## src/hdl/rhm_pkg.sv

```systemverilog
// ----------------------------------------------------------------------------
// Rolling hash matcher package
// Sizes, codes, payload and controller/datapath command and status types.
// ----------------------------------------------------------------------------
`default_nettype none

package rhm_pkg;

    localparam int NEEDLES    = 8;
    localparam int MAX_NEEDLE = 256;
    localparam int HASH_BITS  = 64;

    localparam int SLOT_W     = $clog2(NEEDLES);
    localparam int OFS_W      = $clog2(MAX_NEEDLE);
    localparam int LEN_W      = OFS_W + 1;
    localparam int NADDR_W    = SLOT_W + OFS_W;
    localparam int HALF_W     = HASH_BITS / 2;
    localparam int POS_W      = 32;
    localparam int ID_W       = 16;
    localparam int MCNT_W     = 16;
    localparam int STAT_W     = 3;
    localparam int MINLEN_W   = 9;
    localparam int CFG_ADDR_W = 2;
    localparam int CFG_DATA_W = 64;

    localparam logic [STAT_W-1:0] ST_MATCH  = 3'd0;
    localparam logic [STAT_W-1:0] ST_ACCEPT = 3'd1;
    localparam logic [STAT_W-1:0] ST_SHORT  = 3'd2;
    localparam logic [STAT_W-1:0] ST_LONG   = 3'd3;
    localparam logic [STAT_W-1:0] ST_DUP    = 3'd4;

    localparam logic [CFG_ADDR_W-1:0] CFG_MIN_LEN = 2'd0;
    localparam logic [CFG_ADDR_W-1:0] CFG_FACTOR  = 2'd1;
    localparam logic [CFG_ADDR_W-1:0] CFG_LIMIT   = 2'd2;

    localparam logic [MINLEN_W-1:0]  RST_MIN_LEN = 9'd8;
    localparam logic [HASH_BITS-1:0] RST_FACTOR  = 64'd257;
    localparam logic [MCNT_W-1:0]    RST_LIMIT   = 16'd0;

    typedef enum logic [1:0] {
        MSEL_ELIM,
        MSEL_LOAD,
        MSEL_HAY
    } msel_t;

    typedef struct packed {
        logic              req_type;
        logic [7:0]        data_byte;
        logic [SLOT_W-1:0] slot;
        logic [ID_W-1:0]   item_id;
        logic              first;
        logic              last;
    } req_pay_t;

    typedef struct packed {
        logic  accept;
        logic  cfg_write;
        logic  elim_init;
        logic  elim_upd;
        logic  mul_start;
        msel_t mul_sel;
        logic  lchk;
        logic  lh_init;
        logic  lh_rd;
        logic  lh_acc;
        logic  ldup;
        logic  h_rd;
        logic  h_sub;
        logic  h_upd;
        logic  hchk;
        logic  v_rd;
        logic  v_cmp;
        logic  res_load;
    } cmd_t;

    typedef struct packed {
        logic is_load;
        logic is_last;
        logic mul_done;
        logic mul_busy;
        logic cnt_one;
        logic len_short;
        logic len_long;
        logic hit_ok;
        logic v_match;
        logic v_last;
        logic out_free;
    } stat_t;

endpackage

`default_nettype wire

```

## src/hdl/rhm_ctrl.sv

```systemverilog
// ----------------------------------------------------------------------------
// Rolling hash matcher controller
// Sequences power computation, needle hashing, window update and verify.
// ----------------------------------------------------------------------------
`default_nettype none

module rhm_ctrl
    import rhm_pkg::*;
(
    input  wire logic  clk,
    input  wire logic  rst_n,
    input  wire logic  in_valid,
    output logic       in_ready,
    input  wire logic  cfg_valid,
    output logic       cfg_ready,
    input  wire stat_t stat,
    output cmd_t       cmd
);

    typedef enum logic [12:0] {
        S_ELIM_INIT = 13'b0000000000001,
        S_ELIM_MUL  = 13'b0000000000010,
        S_ELIM_WAIT = 13'b0000000000100,
        S_IDLE      = 13'b0000000001000,
        S_DISP      = 13'b0000000010000,
        S_LRD       = 13'b0000000100000,
        S_LWAIT     = 13'b0000001000000,
        S_LDUP      = 13'b0000010000000,
        S_HWAIT     = 13'b0000100000000,
        S_HCHK      = 13'b0001000000000,
        S_VRD       = 13'b0010000000000,
        S_VCMP      = 13'b0100000000000,
        S_RESP      = 13'b1000000000000
    } state_t;

    state_t state_reg, state_next;

    assign cfg_ready = (state_reg == S_IDLE);
    assign in_ready  = (state_reg == S_IDLE) && !cfg_valid;

    always_comb
    begin
        state_next = state_reg;
        cmd        = '0;
        unique case (state_reg)
            S_ELIM_INIT:
            begin
                cmd.elim_init = 1'b1;
                state_next    = S_ELIM_MUL;
            end
            S_ELIM_MUL:
            begin
                cmd.mul_start = 1'b1;
                cmd.mul_sel   = MSEL_ELIM;
                state_next    = S_ELIM_WAIT;
            end
            S_ELIM_WAIT:
            begin
                if (stat.mul_done)
                begin
                    cmd.elim_upd = 1'b1;
                    state_next   = stat.cnt_one ? S_IDLE : S_ELIM_MUL;
                end
            end
            S_IDLE:
            begin
                if (cfg_valid)
                begin
                    cmd.cfg_write = 1'b1;
                    state_next    = S_ELIM_INIT;
                end
                else if (in_valid)
                begin
                    cmd.accept = 1'b1;
                    state_next = S_DISP;
                end
            end
            S_DISP:
            begin
                priority if (stat.is_load && !stat.is_last)
                    state_next = S_IDLE;
                else if (stat.is_load && (stat.len_short || stat.len_long))
                begin
                    cmd.lchk   = 1'b1;
                    state_next = S_RESP;
                end
                else if (stat.is_load)
                begin
                    cmd.lh_init = 1'b1;
                    state_next  = S_LRD;
                end
                else
                begin
                    cmd.h_rd      = 1'b1;
                    cmd.mul_start = 1'b1;
                    cmd.mul_sel   = MSEL_HAY;
                    state_next    = S_HWAIT;
                end
            end
            S_LRD:
            begin
                cmd.lh_rd     = 1'b1;
                cmd.mul_start = 1'b1;
                cmd.mul_sel   = MSEL_LOAD;
                state_next    = S_LWAIT;
            end
            S_LWAIT:
            begin
                if (stat.mul_done)
                begin
                    cmd.lh_acc = 1'b1;
                    state_next = stat.cnt_one ? S_LDUP : S_LRD;
                end
            end
            S_LDUP:
            begin
                cmd.ldup   = 1'b1;
                state_next = S_RESP;
            end
            S_HWAIT:
            begin
                cmd.h_sub = 1'b1;
                if (stat.mul_done)
                begin
                    cmd.h_upd  = 1'b1;
                    state_next = S_HCHK;
                end
            end
            S_HCHK:
            begin
                cmd.hchk   = 1'b1;
                state_next = stat.hit_ok ? S_VRD : S_IDLE;
            end
            S_VRD:
            begin
                cmd.v_rd   = 1'b1;
                state_next = S_VCMP;
            end
            S_VCMP:
            begin
                cmd.v_cmp = 1'b1;
                priority if (!stat.v_match)
                    state_next = S_IDLE;
                else if (stat.v_last)
                    state_next = S_RESP;
                else
                    state_next = S_VRD;
            end
            S_RESP:
            begin
                if (stat.out_free)
                begin
                    cmd.res_load = 1'b1;
                    state_next   = S_IDLE;
                end
            end
            default:
            begin
                state_next = S_IDLE;
            end
        endcase
    end

    always_ff @(posedge clk or negedge rst_n)
    begin
        if (!rst_n)
            state_reg <= S_ELIM_INIT;
        else
            state_reg <= state_next;
    end

endmodule

`default_nettype wire

```

## config.mk

```make
export PLATFORM = sky130hd
export DESIGN_NAME = rhm_ctrl
export DESIGN_NICKNAME = d
export VERILOG_FILES = /design/src/hdl/rhm_pkg.sv /design/src/hdl/rhm_ctrl.sv
export SDC_FILE = /design/constraint.sdc
export NUM_CORES = 1
export LEC_CHECK = 0
export ABC_AREA = 1
export BUFFER_PORTS_ARGS = -buffer_cell sky130_fd_sc_hd__buf_2
export CAP_MARGIN = 20
export CORE_MARGIN = 2
export CORE_UTILIZATION = 40
export DETAILED_ROUTE_END_ITERATION = 10
export PLACE_DENSITY = 0.64
export REMOVE_ABC_BUFFERS = 1
export SLEW_MARGIN = 25
export SYNTH_ARGS = -nofsm -noshare
export SYNTH_HDL_FRONTEND = slang
export SYNTH_SLANG_ARGS = --single-unit
export TNS_END_PERCENT = 100
```

## constraint.sdc

```tcl
create_clock -name clk -period 1.65 [get_ports clk]
set_input_delay 0.2475 -clock clk [delete_from_list [all_inputs] [get_ports clk]]
set_output_delay 0.2475 -clock clk [all_outputs]
set_load 0.005 [all_outputs]
```

; ---- Yosys cells after proc, flatten, opt, wreduce, memory -nomap -nowiden
; Index checks and enable logic that the tools add are counted.
; W data, S select, Z words.
[totals]
in_bits = 15
wordCells = 69
regBits = 13
out_inout_bits = 21
[classes]
eq_ne = 18
reduce_logical = 7
mux = 43
[ops]
columns = cell, n
row1 = $pmux W13 S13, 1
row2 = $mux W13, 10
row3 = $mux W1, 21
row4 = $eq A13 B1 Y1 const B, 1
row5 = $eq A13 B10 Y1 const B, 1
row6 = $eq A13 B11 Y1 const B, 1
row7 = $eq A13 B12 Y1 const B, 1
row8 = $eq A13 B13 Y1 const B, 1
row9 = $eq A13 B2 Y1 const B, 1
row10 = $eq A13 B3 Y1 const B, 1
row11 = $eq A13 B4 Y1 const B, 1
row12 = $eq A13 B5 Y1 const B, 1
row13 = $eq A13 B6 Y1 const B, 1
row14 = $eq A13 B7 Y1 const B, 1
row15 = $eq A13 B8 Y1 const B, 1
row16 = $eq A13 B9 Y1 const B, 1
row17 = $mux W11, 1
row18 = $mux W9, 1
row19 = $pmux W3 S3, 1
row20 = $mux W8, 1
row21 = $ne A2 B2 Y1 const B, 4
row22 = $mux W2, 3
row23 = $mux W3, 2
row24 = $mux W5, 1
row25 = 6 further kinds, 9

; ---- Longest topological paths before layout
[depth]
depth_word = 5
ltp_mapped = 11
depth_no_buf = 11

; ---- Least setup slack after synthesis
; OpenSTA, ideal clock, no wires.
[synth_timing]
path_type = register to output
startpoint = reg state_reg[5]
endpoint = out cmd[18] (netlist bit)
path_stages_with_launch = 8
arrival_ns = 1.230
path_slack_ns = 0.173
t_required_ns = 1.402
path_buffers = 0
cell_sequence = dfrtp_1 > nor2_2 > nand2_4 > nor2_1 > nand2_1 > nor2_1 > inv_1 > nor2_1
[synth_lines]
columns = element, line_no
row1 = from (decl), rhm_ctrl.sv:36  ; state_t state_reg, state_next;
row2 = from (signal assigned), rhm_ctrl.sv:169  ; state_reg <= state_next;
row3 = to (decl), rhm_ctrl.sv:17  ; output cmd_t cmd

==> summary.txt <==
Worst setup path
  – Required time worst endpoint: approximately 1400 ps
  – Max incr delay on CP: 440 ps
  – Worst Setup End Kind: output pin
  – Cell family with most CP delay: buffers and inverters
  – Critical Path Fanout Max: 5
  – Slowest CP cell: dfrtp_1
  – Critical Path Start Type: flip-flop
  – Worst path bufs/invs: 5
  – Crit path cell chain: inv_2 -> nand2_2 -> nor2_4 -> buf_6 -> buf_6 -> nand2_4 -> nor2_4 -> inv_2 -> nand3_2 -> buf_2
  – WP data arrival: 1700 ps
  – Reg2Reg Setup Slack: -120 ps
  – Critical path class: flip-flop to output pin

Drt
  – Routed vias/inst: between 5 and 6
  – DR pass1 iterations: 4
  – Antenna Nets Post-Route: 0
  – DR WL/cell: roughly 15 um
  – Vias: approximately 1,400
  – Final WL: 4.06 mm
  – DRT iter0 DRCs: 33
  – Remaining DRCs: 0

Floorplan
  – Die H: 54.9 um
  – Die X: approximately 55 um
  – IO Count: 36
  – Starting Density: 0.422
  – Site row count: 18
  – Core Area: 0.00245 mm2
  – Die ar.: about 0.003 mm2

GRT
  – Initial antenna violation count: 0
  – First-pass GRT wire length: 5.25 mm
  – Total gr overflow: 0
  – Largest net degree at the start of global routing: 14
  – Gr usage total: 0.256
  – Vias in the first global route: approximately 1,200

Logic synthesis
  – Largest cells by area after synthesis: dfrtp_1 (29%), nor2_1 (14%), inv_1 (12%), nand2_1 (11%), nand3_1 (8.2%)
  – Synth top area share: 0.290
  – FF+latch count, synth: 13
  – Sequential-to-total area share from yosys stat: 0.315
  – Most frequent cell after synthesis: nor2_1
  – Synth Instances: roughly 160
  – Post-synth cell types: 23
  – Commonest cells in the netlist: nor2_1 (39), inv_1 (32), nand2_1 (29)
  – Syn_area_per_cell: 6.52 um2
  – Yosys Warn Count: 0
  – Area leader, netlist: dfrtp_1
  – Post-synth EDFFs: 0
  – Ys async rst share: 1.00
  – Top_reg_cell synth: dfrtp_1
  – Synth Cell Area: 0.00104 mm2

Timing
  – Fmax: 513 MHz
  – # setup viols final: 28
  – Max_slew headroom: 0.786
  – Period utilisation layout: 1.18
  – RSZ-0062 raised after global routing: yes
  – Final hold violation count: 0
  – Final Skew: 3.67 ps
  – Post-route setup slack: -298 ps
  – Slew @ Worst Pin: 322 ps
  – Clock period minus worst slack: roughly 1900 ps
  – Slew Viols, Final: 0

Pwr
  – Power Dens Cells: 1290 mW/mm2
  – Peak supply drop: about 1200 uV
  – Pleak: approximately 1.1 nW
  – Total power: 2.40 mW

Finish
  – Layout cells sized above 1: 0.609
  – # nets final: 249
  – Antenna cells: 0
  – Finished Core Util: 0.756
  – Area added between synthesis and finish: 79.2%
  – Largest register FFs: 13

Clock tree
  – CTS max path bufs: 2
  – CTS tree: built
  – H-tree depth: 1
  – Clk Latency, worst-skew pair: 290 ps
  – Root Buffer: clkbuf_4
  – CTS sink count: 13
  – Clk slew on worst S/H paths: 90 ps
  – CTS buffer count: 3

Hold path
  – Hold WC Path Type: primary input to flip-flop

Run status
  – Failing checks: setup timing
  – Status: complete, but fails checks

Place
  – Buffers on Ports: 34
  – Dpl hpwl: 2.17 mm
  – Placer Congestion: 0.856

Job
  – Max cap viols: 0
[timing repair]
| item | in CTS | in global routing |
|---|---|---|
| pin swaps | 16 | 24 |
| gates resized for setup | 40 | 51 |
| setup endpoints to repair | 21 | 30 |
| setup buffers | 23 | 13 |
| hold buffers | 1 | 0 |
| hold endpoints to repair | 12 | 0 |
[report_power, final]
group          switching, mW  total, mW  internal, mW  leakage (nW)
combinational           1.00       1.75         0.747         0.862
clock                  0.124      0.218        0.0943        0.0150
sequential            0.0538      0.433         0.379         0.175
[path summary, 6_finish.rpt]
kind,to,start,cells past startpoint
min in group asynchronous,state_reg[7]$_DFFE_PN0P_,rst_n,2
max in group asynchronous,state_reg[0]$_DFFE_PN1P_,rst_n,2
worst max-delay path,cmd[14],state_reg[12]$_DFFE_PN0P_,10
worst max register to register,state_reg[1]$_DFFE_PN0P_,state_reg[12]$_DFFE_PN0P_,11
worst min-delay path,state_reg[10]$_DFFE_PN0P_,stat[1],2
worst min register to register,state_reg[2]$_DFFE_PN0P_,state_reg[2]$_DFFE_PN0P_,3
[area by class of cell]
class / instances / area, um2
flip-flops and latches: 13 / 327
clock buffers: 4 / 26.3
fillers: 176 / 598
inverters: 35 / 134
multi-input cells: 109 / 792
well taps: 30 / 37.5
repair buffers: 72 / 541
[worst reg2reg max path, stage by stage, from the launching register on]
cell,delay (ps)
dfrtp_1,440
inv_2,90
nand2_2,90
nor2_4,60
buf_6,130
buf_6,120
nand3_4,60
buf_6,120
nand3_4,70
a21oi_4,270
nand2_4,130
a21oi_2,140
[cell usage in the layout (no fill, tap or decap), types with 4 or more instances in the layout]
cell and n:
nor2_4 15, dfrtp_1 12, nand3_1 13, buf_6 18, inv_2 13, nor2_1 20
nand4_1 4, nand2_4 9, buf_2 28, inv_1 21, nand2_1 17, buf_4 25
nor2_2 10, nand2_2 6
[routing by layer]
metal	share of wire	global-route usage	wire length [um]	vias up
li1	-	-	-	633
met1	0.36	0.290	1480	641
met2	0.53	0.446	2160	81
met3	0.058	0.0511	237	20
met4	0.045	0.142	182	0
met5	0	0	0	-
[cells by family after synthesis]
group,after synthesis,synth area share
AND/OR/NAND/NOR,103,0.489
flip-flops,13,0.315
AO/OA/AOI/OAI,6,0.0507
buffers and inverters,37,0.145
[through the flow]
stage               instance area [um2]  std cells  TNS [ps]  hold slack, ps  worst slack [ps]
detailed placement                 1250        225         0             161              17.7
global route                       1860        263     -6260             181              -358
CTS                                1580        250     -2700             157              -271
finish                             1860        263     -4120             159              -298
global placement                   1250        225         0             157              30.7
floorplan                          1020        157         0           -48.1              96.8
Note: power is estimated with default switching activity, not from simulation.
